`config.mk`:
```
export PLATFORM = sky130hd
export DESIGN_NAME = failure_event_coalescer_core_flat
export DESIGN_NICKNAME = d
export VERILOG_FILES = /design/src/sv/fec_pkg.sv /design/src/sv/fec_req_if.sv /design/src/sv/fec_rsp_if.sv /design/src/sv/fec_dp.sv /design/src/sv/fec_ctrl.sv /design/src/sv/failure_event_coalescer_core.sv /design/src/flat_wrapper.sv
export SDC_FILE = /design/constraint.sdc
export NUM_CORES = 2
export LEC_CHECK = 0
export BUFFER_PORTS_ARGS = -buffer_cell sky130_fd_sc_hd__buf_2
export CORE_MARGIN = 1
export CORE_UTILIZATION = 35
export CTS_CLUSTER_DIAMETER = 50
export DETAILED_ROUTE_END_ITERATION = 7
export HOLD_SLACK_MARGIN = 0.15
export SYNTH_ARGS = -nofsm -noshare
export SYNTH_HDL_FRONTEND = slang
export SYNTH_SLANG_ARGS = --single-unit
```
`constraint.sdc`:
```
create_clock -name clk -period 10.44 [get_ports clk]
set_input_delay 2.61 -clock clk [delete_from_list [all_inputs] [get_ports clk]]
set_output_delay 2.61 -clock clk [all_outputs]
set_load 0.01 [all_outputs]
```
`src/sv/fec_pkg.sv`:
```
// Shared types, codes and constants of the failure event coalescer.
package fec_pkg;

	localparam int MAX_ENTRIES_DEF = 16;
	localparam int ID_W     = 16;
	localparam int KEY_W    = 4 * ID_W;
	localparam int STATUS_W = 4;
	localparam int OCC_W    = 5;
	localparam int CNT_W    = 32;
	localparam int NUM_CNT  = 8;
	localparam int SEL_W    = 3;
	localparam int RES_W    = 3;
	localparam int REQ_W    = 2;

	localparam logic [REQ_W-1:0] REQ_OBSERVE = 2'd0;
	localparam logic [REQ_W-1:0] REQ_CLAIM   = 2'd1;
	localparam logic [REQ_W-1:0] REQ_DISPOSE = 2'd2;
	localparam logic [REQ_W-1:0] REQ_READ    = 2'd3;

	localparam logic [RES_W-1:0] RES_ACCEPTED   = 3'd0;
	localparam logic [RES_W-1:0] RES_DUPLICATE  = 3'd1;
	localparam logic [RES_W-1:0] RES_CAPACITY   = 3'd2;
	localparam logic [RES_W-1:0] RES_QUEUE_FAIL = 3'd3;

	localparam int CNT_OBSERVED   = 0;
	localparam int CNT_DUPLICATE  = 1;
	localparam int CNT_OVERFLOW   = 2;
	localparam int CNT_ACCEPTED   = 3;
	localparam int CNT_DUP_ADMIT  = 4;
	localparam int CNT_CAPACITY   = 5;
	localparam int CNT_QUEUE_FAIL = 6;
	localparam int CNT_INVALID    = 7;

	typedef enum logic [STATUS_W-1:0] {
		ST_ADDED,
		ST_DUPLICATE,
		ST_OVERFLOW,
		ST_ZERO_ID,
		ST_CLAIMED,
		ST_NONE_PENDING,
		ST_DISPOSED,
		ST_NO_MATCH,
		ST_COUNTER
	} status_t;

	typedef enum logic [2:0] {
		S_IDLE,
		S_START,
		S_SCAN,
		S_ACT,
		S_CRD,
		S_CWR,
		S_RESULT
	} fsm_state_t;

	typedef struct packed {
		logic [REQ_W-1:0] req_type;
		logic [ID_W-1:0]  dest_network_id;
		logic [ID_W-1:0]  dest_node_id;
		logic [ID_W-1:0]  hop_network_id;
		logic [ID_W-1:0]  hop_node_id;
		logic [RES_W-1:0] repair_result;
		logic [SEL_W-1:0] counter_select;
	} req_t;

	typedef struct packed {
		logic [STATUS_W-1:0] status;
		logic [ID_W-1:0]     out_dest_network_id;
		logic [ID_W-1:0]     out_dest_node_id;
		logic [ID_W-1:0]     out_hop_network_id;
		logic [ID_W-1:0]     out_hop_node_id;
		logic [OCC_W-1:0]    occupancy;
		logic [CNT_W-1:0]    counter_value;
	} rsp_t;

	typedef struct packed {
		logic               capture;
		logic               scan_init;
		logic               scan_run;
		logic               append;
		logic               set_claim;
		logic               clr_claim;
		logic               comp_init;
		logic               comp_rd;
		logic               comp_wr;
		logic               dec_count;
		logic               load_result;
		logic [NUM_CNT-1:0] inc;
		status_t            code;
	} cmd_t;

	typedef struct packed {
		logic [REQ_W-1:0] req_type;
		logic [RES_W-1:0] repair_result;
		logic             zero_id;
		logic             scan_done;
		logic             found;
		logic             found_claimed;
		logic             full;
		logic             comp_more;
		logic             res_free;
	} sts_t;

endpackage

```
`src/sv/fec_req_if.sv`:
```
// Request channel of the failure event coalescer.
interface fec_req_if import fec_pkg::*; ();
	logic valid;
	logic ready;
	req_t data;

	modport source(output valid, output data, input ready);
	modport sink(input valid, input data, output ready);
endinterface

```
`src/sv/fec_rsp_if.sv`:
```
// Result channel of the failure event coalescer.
interface fec_rsp_if import fec_pkg::*; ();
	logic valid;
	logic ready;
	rsp_t data;

	modport source(output valid, output data, input ready);
	modport sink(input valid, input data, output ready);
endinterface

```
`src/sv/fec_dp.sv`:
```
// Datapath of the failure event coalescer: entry memory, scan, compaction, counters, result.
module fec_dp import fec_pkg::*; #(
	parameter int MAX_ENTRIES = MAX_ENTRIES_DEF
) (
	input  logic clk,
	input  logic arst_n,
	input  req_t in_data,
	input  cmd_t cmd,
	output sts_t sts,
	output rsp_t out_data,
	output logic out_valid,
	input  logic out_ready
);

	localparam int AW = (MAX_ENTRIES > 1) ? $clog2(MAX_ENTRIES) : 1;
	localparam int CW = $clog2(MAX_ENTRIES + 1);

	typedef struct packed {
		logic [KEY_W-1:0] key;
		logic             claimed;
	} entry_t;

	entry_t mem [MAX_ENTRIES];
	entry_t rd_q;

	req_t             req_q;
	logic [CW-1:0]    count_q;
	logic [CW-1:0]    ra_q;
	logic [CW-1:0]    cidx_q;
	logic [CW-1:0]    cidx_plus;
	logic             cmp_v_s1;
	logic [AW-1:0]    cmp_idx_s1;
	logic [AW-1:0]    pos_q;
	logic [KEY_W-1:0] hit_key_q;
	logic             found_q;
	logic             found_claimed_q;
	logic [CNT_W-1:0] cnt_q [NUM_CNT];
	rsp_t             out_q;
	logic             out_valid_q;

	logic [KEY_W-1:0] key_w;
	logic             hit_now;
	logic             issue;
	logic             rd_en;
	logic [AW-1:0]    rd_addr;
	logic             we;
	logic [AW-1:0]    wr_addr;
	entry_t           wr_data;

	assign key_w = {req_q.dest_network_id, req_q.dest_node_id,
		req_q.hop_network_id, req_q.hop_node_id};
	assign cidx_plus = cidx_q + CW'(1);

	assign hit_now = cmp_v_s1 && ((req_q.req_type == REQ_CLAIM) ? !rd_q.claimed
		: (rd_q.key == key_w));
	assign issue = cmd.scan_run && !hit_now && (ra_q < count_q);

	always_comb begin
		rd_en   = issue || cmd.comp_rd;
		rd_addr = issue ? ra_q[AW-1:0] : cidx_plus[AW-1:0];
	end

	always_comb begin
		we      = 1'b0;
		wr_addr = pos_q;
		wr_data = '{key: hit_key_q, claimed: 1'b0};
		if (cmd.append) begin
			we      = 1'b1;
			wr_addr = count_q[AW-1:0];
			wr_data = '{key: key_w, claimed: 1'b0};
		end else if (cmd.set_claim) begin
			we      = 1'b1;
			wr_data = '{key: hit_key_q, claimed: 1'b1};
		end else if (cmd.clr_claim) begin
			we = 1'b1;
		end else if (cmd.comp_wr) begin
			we      = 1'b1;
			wr_addr = cidx_q[AW-1:0];
			wr_data = rd_q;
		end
	end

	always_ff @(posedge clk) begin
		if (we) begin
			mem[wr_addr] <= wr_data;
		end
		if (rd_en) begin
			rd_q <= mem[rd_addr];
		end
	end

	always_ff @(posedge clk or negedge arst_n) begin
		if (!arst_n) begin
			count_q     <= '0;
			cmp_v_s1    <= 1'b0;
			out_valid_q <= 1'b0;
			for (int i = 0; i < NUM_CNT; i++) begin
				cnt_q[i] <= '0;
			end
		end else begin
			if (cmd.append) begin
				count_q <= count_q + CW'(1);
			end else if (cmd.dec_count) begin
				count_q <= count_q - CW'(1);
			end
			if (cmd.scan_init) begin
				cmp_v_s1 <= 1'b0;
			end else if (cmd.scan_run) begin
				cmp_v_s1 <= issue;
			end
			if (cmd.load_result) begin
				out_valid_q <= 1'b1;
			end else if (out_ready) begin
				out_valid_q <= 1'b0;
			end
			for (int i = 0; i < NUM_CNT; i++) begin
				if (cmd.inc[i]) begin
					cnt_q[i] <= cnt_q[i] + CNT_W'(1);
				end
			end
		end
	end

	always_ff @(posedge clk) begin
		if (cmd.capture) begin
			req_q <= in_data;
		end
		if (cmd.scan_init) begin
			ra_q <= '0;
		end else if (issue) begin
			ra_q       <= ra_q + CW'(1);
			cmp_idx_s1 <= ra_q[AW-1:0];
		end
		if (cmd.scan_run) begin
			found_q <= hit_now;
			if (hit_now) begin
				pos_q           <= cmp_idx_s1;
				hit_key_q       <= rd_q.key;
				found_claimed_q <= rd_q.claimed;
			end
		end
		if (cmd.comp_init) begin
			cidx_q <= CW'(pos_q);
		end else if (cmd.comp_wr) begin
			cidx_q <= cidx_plus;
		end
		if (cmd.load_result) begin
			out_q.status    <= cmd.code;
			out_q.occupancy <= OCC_W'(count_q);
			if (cmd.code == ST_CLAIMED) begin
				out_q.out_dest_network_id <= hit_key_q[4*ID_W-1:3*ID_W];
				out_q.out_dest_node_id    <= hit_key_q[3*ID_W-1:2*ID_W];
				out_q.out_hop_network_id  <= hit_key_q[2*ID_W-1:ID_W];
				out_q.out_hop_node_id     <= hit_key_q[ID_W-1:0];
			end else begin
				out_q.out_dest_network_id <= '0;
				out_q.out_dest_node_id    <= '0;
				out_q.out_hop_network_id  <= '0;
				out_q.out_hop_node_id     <= '0;
			end
			if (cmd.code == ST_COUNTER) begin
				out_q.counter_value <= cnt_q[req_q.counter_select];
			end else begin
				out_q.counter_value <= '0;
			end
		end
	end

	always_comb begin
		sts.req_type      = req_q.req_type;
		sts.repair_result = req_q.repair_result;
		sts.zero_id       = (req_q.dest_network_id == '0) || (req_q.dest_node_id == '0)
			|| (req_q.hop_network_id == '0) || (req_q.hop_node_id == '0);
		sts.scan_done     = hit_now || (!cmp_v_s1 && !(ra_q < count_q));
		sts.found         = found_q;
		sts.found_claimed = found_claimed_q;
		sts.full          = (count_q >= CW'(MAX_ENTRIES));
		sts.comp_more     = (cidx_plus < count_q);
		sts.res_free      = !out_valid_q || out_ready;
	end

	assign out_data  = out_q;
	assign out_valid = out_valid_q;

endmodule

```
`src/sv/fec_ctrl.sv`:
```
// Controller state machine of the failure event coalescer.
module fec_ctrl import fec_pkg::*; (
	input  logic clk,
	input  logic arst_n,
	input  logic in_valid,
	output logic in_ready,
	input  sts_t sts,
	output cmd_t cmd
);

	fsm_state_t state_q, state_d;
	status_t    code_q, code_d;

	always_ff @(posedge clk or negedge arst_n) begin
		if (!arst_n) begin
			state_q <= S_IDLE;
			code_q  <= ST_ADDED;
		end else begin
			state_q <= state_d;
			code_q  <= code_d;
		end
	end

	always_comb begin
		state_d = state_q;
		case (state_q)
			S_IDLE: begin
				if (in_valid) begin
					state_d = S_START;
				end
			end
			S_START: begin
				if ((sts.req_type == REQ_READ)
					|| ((sts.req_type == REQ_OBSERVE) && sts.zero_id)) begin
					state_d = S_RESULT;
				end else begin
					state_d = S_SCAN;
				end
			end
			S_SCAN: begin
				if (sts.scan_done) begin
					state_d = S_ACT;
				end
			end
			S_ACT: begin
				if ((sts.req_type == REQ_DISPOSE) && sts.found && sts.found_claimed
					&& (sts.repair_result != RES_CAPACITY)
					&& (sts.repair_result != RES_QUEUE_FAIL)) begin
					state_d = S_CRD;
				end else begin
					state_d = S_RESULT;
				end
			end
			S_CRD: begin
				state_d = sts.comp_more ? S_CWR : S_RESULT;
			end
			S_CWR: begin
				state_d = S_CRD;
			end
			S_RESULT: begin
				if (sts.res_free) begin
					state_d = S_IDLE;
				end
			end
			default: begin
				state_d = S_IDLE;
			end
		endcase
	end

	always_comb begin
		cmd      = '0;
		cmd.code = code_q;
		code_d   = code_q;
		in_ready = 1'b0;
		case (state_q)
			S_IDLE: begin
				in_ready    = 1'b1;
				cmd.capture = in_valid;
			end
			S_START: begin
				if (sts.req_type == REQ_READ) begin
					code_d = ST_COUNTER;
				end else if ((sts.req_type == REQ_OBSERVE) && sts.zero_id) begin
					code_d = ST_ZERO_ID;
				end else begin
					cmd.scan_init = 1'b1;
				end
			end
			S_SCAN: begin
				cmd.scan_run = 1'b1;
			end
			S_ACT: begin
				case (sts.req_type)
					REQ_OBSERVE: begin
						cmd.inc[CNT_OBSERVED] = 1'b1;
						if (sts.found) begin
							cmd.inc[CNT_DUPLICATE] = 1'b1;
							code_d = ST_DUPLICATE;
						end else if (sts.full) begin
							cmd.inc[CNT_OVERFLOW] = 1'b1;
							code_d = ST_OVERFLOW;
						end else begin
							cmd.append = 1'b1;
							code_d     = ST_ADDED;
						end
					end
					REQ_CLAIM: begin
						if (sts.found) begin
							cmd.set_claim = 1'b1;
							code_d        = ST_CLAIMED;
						end else begin
							code_d = ST_NONE_PENDING;
						end
					end
					REQ_DISPOSE: begin
						if (sts.found && sts.found_claimed) begin
							code_d = ST_DISPOSED;
							case (sts.repair_result)
								RES_ACCEPTED: begin
									cmd.inc[CNT_ACCEPTED] = 1'b1;
									cmd.comp_init = 1'b1;
								end
								RES_DUPLICATE: begin
									cmd.inc[CNT_DUP_ADMIT] = 1'b1;
									cmd.comp_init = 1'b1;
								end
								RES_CAPACITY: begin
									cmd.inc[CNT_CAPACITY] = 1'b1;
									cmd.clr_claim = 1'b1;
								end
								RES_QUEUE_FAIL: begin
									cmd.inc[CNT_QUEUE_FAIL] = 1'b1;
									cmd.clr_claim = 1'b1;
								end
								default: begin
									cmd.inc[CNT_INVALID] = 1'b1;
									cmd.comp_init = 1'b1;
								end
							endcase
						end else begin
							code_d = ST_NO_MATCH;
						end
					end
					default: begin
						code_d = ST_COUNTER;
					end
				endcase
			end
			S_CRD: begin
				if (sts.comp_more) begin
					cmd.comp_rd = 1'b1;
				end else begin
					cmd.dec_count = 1'b1;
				end
			end
			S_CWR: begin
				cmd.comp_wr = 1'b1;
			end
			S_RESULT: begin
				cmd.load_result = sts.res_free;
			end
			default: begin
				cmd = '0;
			end
		endcase
	end

endmodule

```
`src/sv/failure_event_coalescer_core.sv`:
```
// Top level of the failure event coalescer: controller, datapath and checks.
//
// Requests arrive on the req channel and each produces exactly one result beat on
// the rsp channel; a beat moves when valid and ready are both high. One request is
// worked on at a time, and req.ready is high only while the controller is idle.
// A counter read or a rejected observe goes from the start state straight to
// the result state. Other requests scan the entry memory at one entry per cycle,
// up to the first match or the last of the entries held. A dispose that removes
// an entry then closes the gap, moving each entry behind it down by one through
// a read state and a write state, since the entry memory has a single read port.
// The result sits in an output register, so the next request is accepted while a
// result still waits; when rsp.ready stays low the block finishes that next request
// and holds it until the waiting beat is taken.
// Reset empties the table and clears all eight statistics counters at once; no
// clearing pass is needed, and the block accepts requests from the first cycle.
module failure_event_coalescer_core import fec_pkg::*; #(
	parameter int MAX_ENTRIES = MAX_ENTRIES_DEF
) (
	input logic       clk,
	input logic       arst_n,
	fec_req_if.sink   req,
	fec_rsp_if.source rsp
);

	cmd_t cmd;
	sts_t sts;

	fec_ctrl u_ctrl (
		.clk      (clk),
		.arst_n   (arst_n),
		.in_valid (req.valid),
		.in_ready (req.ready),
		.sts      (sts),
		.cmd      (cmd)
	);

	fec_dp #(
		.MAX_ENTRIES (MAX_ENTRIES)
	) u_dp (
		.clk       (clk),
		.arst_n    (arst_n),
		.in_data   (req.data),
		.cmd       (cmd),
		.sts       (sts),
		.out_data  (rsp.data),
		.out_valid (rsp.valid),
		.out_ready (rsp.ready)
	);

	a_one_at_a_time: assert property (@(posedge clk) disable iff (!arst_n)
		(req.valid && req.ready) |=> !req.ready)
		else $error("Request accepted while another was still being worked on.");

	a_key_only_on_claim: assert property (@(posedge clk) disable iff (!arst_n)
		(rsp.valid && (rsp.data.status != ST_CLAIMED)) |->
		((rsp.data.out_dest_network_id == '0) && (rsp.data.out_dest_node_id == '0)
		&& (rsp.data.out_hop_network_id == '0) && (rsp.data.out_hop_node_id == '0)))
		else $error("Key fields set on a result that is not a claim.");

	a_value_only_on_read: assert property (@(posedge clk) disable iff (!arst_n)
		(rsp.valid && (rsp.data.status != ST_COUNTER)) |-> (rsp.data.counter_value == '0))
		else $error("Counter value set on a result that is not a counter read.");

endmodule

```
`src/flat_wrapper.sv`:
```
// flat-port wrapper written by rule: the top's interface ports become plain ports
module failure_event_coalescer_core_flat import fec_pkg::*;
#(
	parameter int MAX_ENTRIES = MAX_ENTRIES_DEF
)
  (clk, arst_n, req_valid, req_data, req_ready, rsp_valid, rsp_data, rsp_ready);
  fec_req_if req_i ();
  fec_rsp_if rsp_i ();
  input logic clk;
  input logic arst_n;
  input wire logic [$bits(req_i.valid)-1:0] req_valid;
  input wire logic [$bits(req_i.data)-1:0] req_data;
  output wire logic [$bits(req_i.ready)-1:0] req_ready;
  output wire logic [$bits(rsp_i.valid)-1:0] rsp_valid;
  output wire logic [$bits(rsp_i.data)-1:0] rsp_data;
  input wire logic [$bits(rsp_i.ready)-1:0] rsp_ready;
  assign req_i.valid = req_valid;
  assign req_i.data = req_data;
  assign req_ready = req_i.ready;
  assign rsp_valid = rsp_i.valid;
  assign rsp_data = rsp_i.data;
  assign rsp_i.ready = rsp_ready;
  failure_event_coalescer_core #(.MAX_ENTRIES(MAX_ENTRIES)) u_core (.clk(clk), .arst_n(arst_n), .req(req_i), .rsp(rsp_i));
endmodule
```
==> impl_metrics.xml <==
<?xml version="1.0" encoding="UTF-8"?>
<metrics>
  <group name="job">
    <metric name="cap_violations" unit="">0</metric>
  </group>
  <group name="routing">
    <metric name="via_count" unit="">36900</metric>
    <metric name="drcViolationCount" unit="">16</metric>
    <metric name="postRouteAntennaNets" unit="">0</metric>
    <metric name="wire_per_inst" unit="microns">25.2</metric>
    <metric name="first_iter_violations" unit="">3542</metric>
    <metric name="drt_pass1_iterations" unit="">8</metric>
    <metric name="via_per_inst" unit="">5.24</metric>
    <metric name="routed_wire_length" unit="microns">177000</metric>
  </group>
  <group name="logic_synthesis">
    <metric name="yosysTopAreaCell" unit="">sky130_fd_sc_hd__edfxtp_1</metric>
    <metric name="yosys.area.top_type_share" unit="">0.616</metric>
    <metric name="syn-cell-area" unit="sq mm">0.0663</metric>
    <metric name="count_of_state_elements_after_synthesis" unit="">1636</metric>
    <metric name="synthCells" unit="">4087</metric>
    <metric name="synth_area_leaders" unit="">sky130_fd_sc_hd__edfxtp_1 62%, sky130_fd_sc_hd__dfrtp_1 10%, sky130_fd_sc_hd__mux2i_1 9.4%</metric>
    <metric name="netlist_top_cells_count" unit="">1360 x sky130_fd_sc_hd__edfxtp_1, 620 x sky130_fd_sc_hd__mux2i_1, 270 x sky130_fd_sc_hd__dfrtp_1</metric>
    <metric name="synthesis.yosys.warnings" unit="">0</metric>
    <metric name="most_instantiated_library_cell_after_synthesis" unit="">sky130_fd_sc_hd__edfxtp_1</metric>
    <metric name="synth-edff-count" unit="">1360</metric>
    <metric name="synth.net_count" unit="">4190</metric>
    <metric name="ys_async_sr_fraction" unit="">0.165</metric>
    <metric name="ys_dominant_reg_cell" unit="">sky130_fd_sc_hd__edfxtp_1</metric>
    <metric name="synth.yosys.seq_area_share" unit="">0.720</metric>
    <metric name="mean_instance_size_in_the_synthesized_netlist" unit="sq um">16.2</metric>
    <metric name="synth.lib_cells_used.distinct" unit="">63</metric>
  </group>
  <group name="power_and_ir_drop">
    <metric name="total_power" unit="W">0.0197</metric>
    <metric name="vdd_drop_max" unit="uV">471</metric>
    <metric name="leakagePower" unit="nW">27.8</metric>
    <metric name="power_density" unit="mW/mm^2">259</metric>
  </group>
  <group name="floorplanning">
    <metric name="floorplan.rows" unit="">159</metric>
    <metric name="die_outline_area" unit="sq mm">0.191</metric>
    <metric name="floorplan.io_pins" unit="">183</metric>
    <metric name="core" unit="sq mm">0.188</metric>
    <metric name="die_x_extent" unit="microns">437</metric>
    <metric name="initial_core_utilization" unit="">0.353</metric>
    <metric name="die_h" unit="microns">437</metric>
  </group>
  <group name="finish">
    <metric name="fin_area" unit="sq mm">0.0764</metric>
    <metric name="synthToLayoutAreaGrowth" unit="%">15.2</metric>
    <metric name="layout-drive-gt1-share" unit="">0.148</metric>
    <metric name="final_net_count" unit="">4477</metric>
  </group>
  <group name="run_status">
    <metric name="violated_checks" unit="">design-rule violations</metric>
    <metric name="outcome" unit="">complete, but fails checks</metric>
  </group>
  <group name="critical_path">
    <metric name="worst-setup-path-type" unit="">reg -&gt; reg</metric>
    <metric name="crit_end_category" unit="">register</metric>
    <metric name="timing.critical_path.cells" unit="">xor2_1, nor4_1, nand4_1, nor4_4, o21ai_4, clkinv_4, nor4_1, o211ai_4, buf_4, o22ai_1, or4_1</metric>
    <metric name="critPathMaxStageDelay" unit="ns">0.85</metric>
    <metric name="worstRegToRegCells" unit="">11</metric>
    <metric name="arrival" unit="ns">5.95</metric>
    <metric name="most_used_cell_along_the_critical_path" unit="">sky130_fd_sc_hd__nor4_1</metric>
    <metric name="critPathLaunchType" unit="">register</metric>
    <metric name="crit_fanout" unit="">46</metric>
    <metric name="cp_slowest_cell" unit="">sky130_fd_sc_hd__buf_4</metric>
    <metric name="timing.critical_path.required" unit="ns">10.98</metric>
  </group>
  <group name="grt">
    <metric name="largest_net_degree_at_the_start_of_global_routing" unit="">161</metric>
    <metric name="grt_antenna_before_repair" unit="">37</metric>
    <metric name="grt_first_pass_wirelength" unit="microns">256000</metric>
    <metric name="grt.total_usage" unit="">0.182</metric>
    <metric name="vias_in_the_first_global_route" unit="">36400</metric>
    <metric name="grt_remaining_overflow" unit="">0</metric>
  </group>
  <group name="placement">
    <metric name="routabilityCongestion" unit="">0.828</metric>
    <metric name="dpl.hpwl" unit="microns">104000</metric>
    <metric name="post_placement_cell_area" unit="sq mm">0.0705</metric>
    <metric name="port-buffer-count" unit="">182</metric>
  </group>
  <group name="clocking">
    <metric name="cts_resized" unit="">0</metric>
    <metric name="cts.sinks" unit="">1636</metric>
    <metric name="cts-root-to-sink-buffers" unit="">3</metric>
    <metric name="cts_setup_buffers" unit="">0</metric>
    <metric name="worstSkewPairLatency" unit="ns">0.81</metric>
    <metric name="cts_hold_repair.buffers" unit="">0</metric>
    <metric name="cts-root-buf" unit="">sky130_fd_sc_hd__clkbuf_16</metric>
    <metric name="cts_tree" unit="">built</metric>
    <metric name="cts_inserted_buffers" unit="">175</metric>
    <metric name="cts_htree_levels" unit="">4</metric>
    <metric name="worst_setup_hold_path_clk_slew" unit="ns">0.06</metric>
  </group>
  <group name="worst_hold_path">
    <metric name="worst_hold_path.num_cells" unit="">0</metric>
    <metric name="worst_hold_path_type" unit="">reg -&gt; reg</metric>
  </group>
  <group name="timing">
    <metric name="final-setup-viol-count" unit="">0</metric>
    <metric name="drv_slew" unit="">0</metric>
    <metric name="tns" unit="ns">0</metric>
    <metric name="rsz0062_at_grt" unit="">false</metric>
    <metric name="maxClockFrequency" unit="GHz">0.185</metric>
    <metric name="final_period_minus_worst_setup_slack" unit="ns">5.42</metric>
    <metric name="tightest_slew" unit="ns">1.28</metric>
    <metric name="finClkSkew" unit="ns">0.0612</metric>
    <metric name="final_hold_viol_count" unit="">0</metric>
    <metric name="period_share" unit="">0.519</metric>
    <metric name="max-slew-margin-rel" unit="">0.150</metric>
  </group>
</metrics>
[state kept, by name (all words and copies together) (netlist names)]
register	flops
u_core.u_dp.cnt_q	256
u_core.u_dp.ra_q	5
u_core.u_dp.found_q	1
u_core.u_ctrl.state_q	3
u_core.u_dp.mem	1040
u_core.u_dp.out_data	105
u_core.u_dp.found_claimed_q	1
u_core.u_dp.hit_key_q	64
u_core.u_dp.key_w	64
u_core.u_dp.cmp_idx_s1	4
u_core.u_dp.count_q	5
u_core.u_dp.cidx_q	5
u_core.u_dp.sts	5
u_core.u_dp.req_q	3
u_core.u_dp.rd_q	65
u_core.u_dp.cmp_v_s1	1
u_core.u_dp.pos_q	4
u_core.u_dp.out_valid	1
u_core.u_ctrl.code_q	4
[routing by layer]
layer  wire, microns  vias to the layer above  track usage  share of wire
li1                -                    16400            -              -
met1           71700                    18900        0.232           0.41
met2           89200                     1277        0.315           0.50
met3           10500                      295       0.0304          0.059
met4            5500                       18       0.0601          0.031
met5             123                        -            0        0.00070
[logic make-up (layout without fill, tap and decap cells)]
group / count (synthesis) / count (layout) / share of synthesized area
flip-flops: 1636 / 1636 / 0.720
other: 0 / 12 / 0
multiplexers: 695 / 695 / 0.117
AND/OR/NAND/NOR: 807 / 807 / 0.0629
XOR/XNOR: 322 / 322 / 0.0425
adder cells (fa/ha/maj): 27 / 27 / 0.00521
buffers and inverters: 209 / 642 / 0.0161
AO/OA/AOI/OAI: 391 / 391 / 0.0364
[power by group]
group | internal (W) | leakage [nW] | switching [W] | total, W
combinational | 0.00191 | 8.91 | 0.00323 | 0.00514
sequential | 0.00800 | 16.1 | 0.000382 | 0.00838
clock | 0.00356 | 2.81 | 0.00267 | 0.00623
[layout make-up]
type | count | area [sq um]
Antenna cell | 12 | 30.0
Clock buffer | 207 | 4550
Clock inverter | 116 | 1270
Fill cell | 17000 | 112000
Inverter | 31 | 121
Multi-Input combinational cell | 2242 | 17800
Sequential cell | 1636 | 47700
Tap cell | 2495 | 3120
Timing Repair Buffer | 288 | 1780
[worst paths after layout]
kind	from	slack, ns	endpoint
max	u_core.u_dp.key_w[2]	5.02	u_core.u_dp.rd_q[28]
min	u_core.u_dp.cmp_idx_s1[2]	0.43	u_core.u_dp.pos_q[2]
max reg2reg	u_core.u_dp.key_w[2]	5.02	u_core.u_dp.rd_q[28]
min reg2reg	u_core.u_dp.cmp_idx_s1[2]	0.43	u_core.u_dp.pos_q[2]
max in group asynchronous	arst_n	7.17	u_core.u_dp.cnt_q[14]
min in group asynchronous	arst_n	1.88	u_core.u_dp.cnt_q[243]
[worst max-delay path: cells and delay by family (launching register included)]
family	cells	cell delay (ns)
and+or+nand+nor	5	2.20
AOI/OAI and AO/OA	3	1.18
buffers and inverters	2	0.99
DFF	1	0.43
xor gates and xnor gates	1	0.24
[per-stage QoR]
stage	setup WS, ns	hold slack [ns]	instances	utilization
after global placement	5.08	0.408	6692	0.375
final	5.02	0.434	7027	0.406
after floorplan	2.85	0.400	4087	-
after detailed placement	5.05	0.445	6692	0.375
after CTS	5.03	0.441	7015	0.406
after global routing	4.78	0.446	7024	0.406
[cells in the final DEF (no fill, tap or decap), types with 75 or more instances in the layout]
cell	netlist	final
sky130_fd_sc_hd__mux2i_1	620	620
sky130_fd_sc_hd__dfrtp_1	270	270
sky130_fd_sc_hd__and2_1	76	75
sky130_fd_sc_hd__nand2_1	211	211
sky130_fd_sc_hd__xnor2_1	178	178
sky130_fd_sc_hd__buf_2	73	181
sky130_fd_sc_hd__o22ai_1	265	262
sky130_fd_sc_hd__xor2_1	144	144
sky130_fd_sc_hd__nor2_1	142	128
sky130_fd_sc_hd__edfxtp_1	1360	1360
sky130_fd_sc_hd__nand3_1	101	101
sky130_fd_sc_hd__buf_4	21	101
sky130_fd_sc_hd__clkbuf_16	0	176
Power figures use the tool's default switching activity.
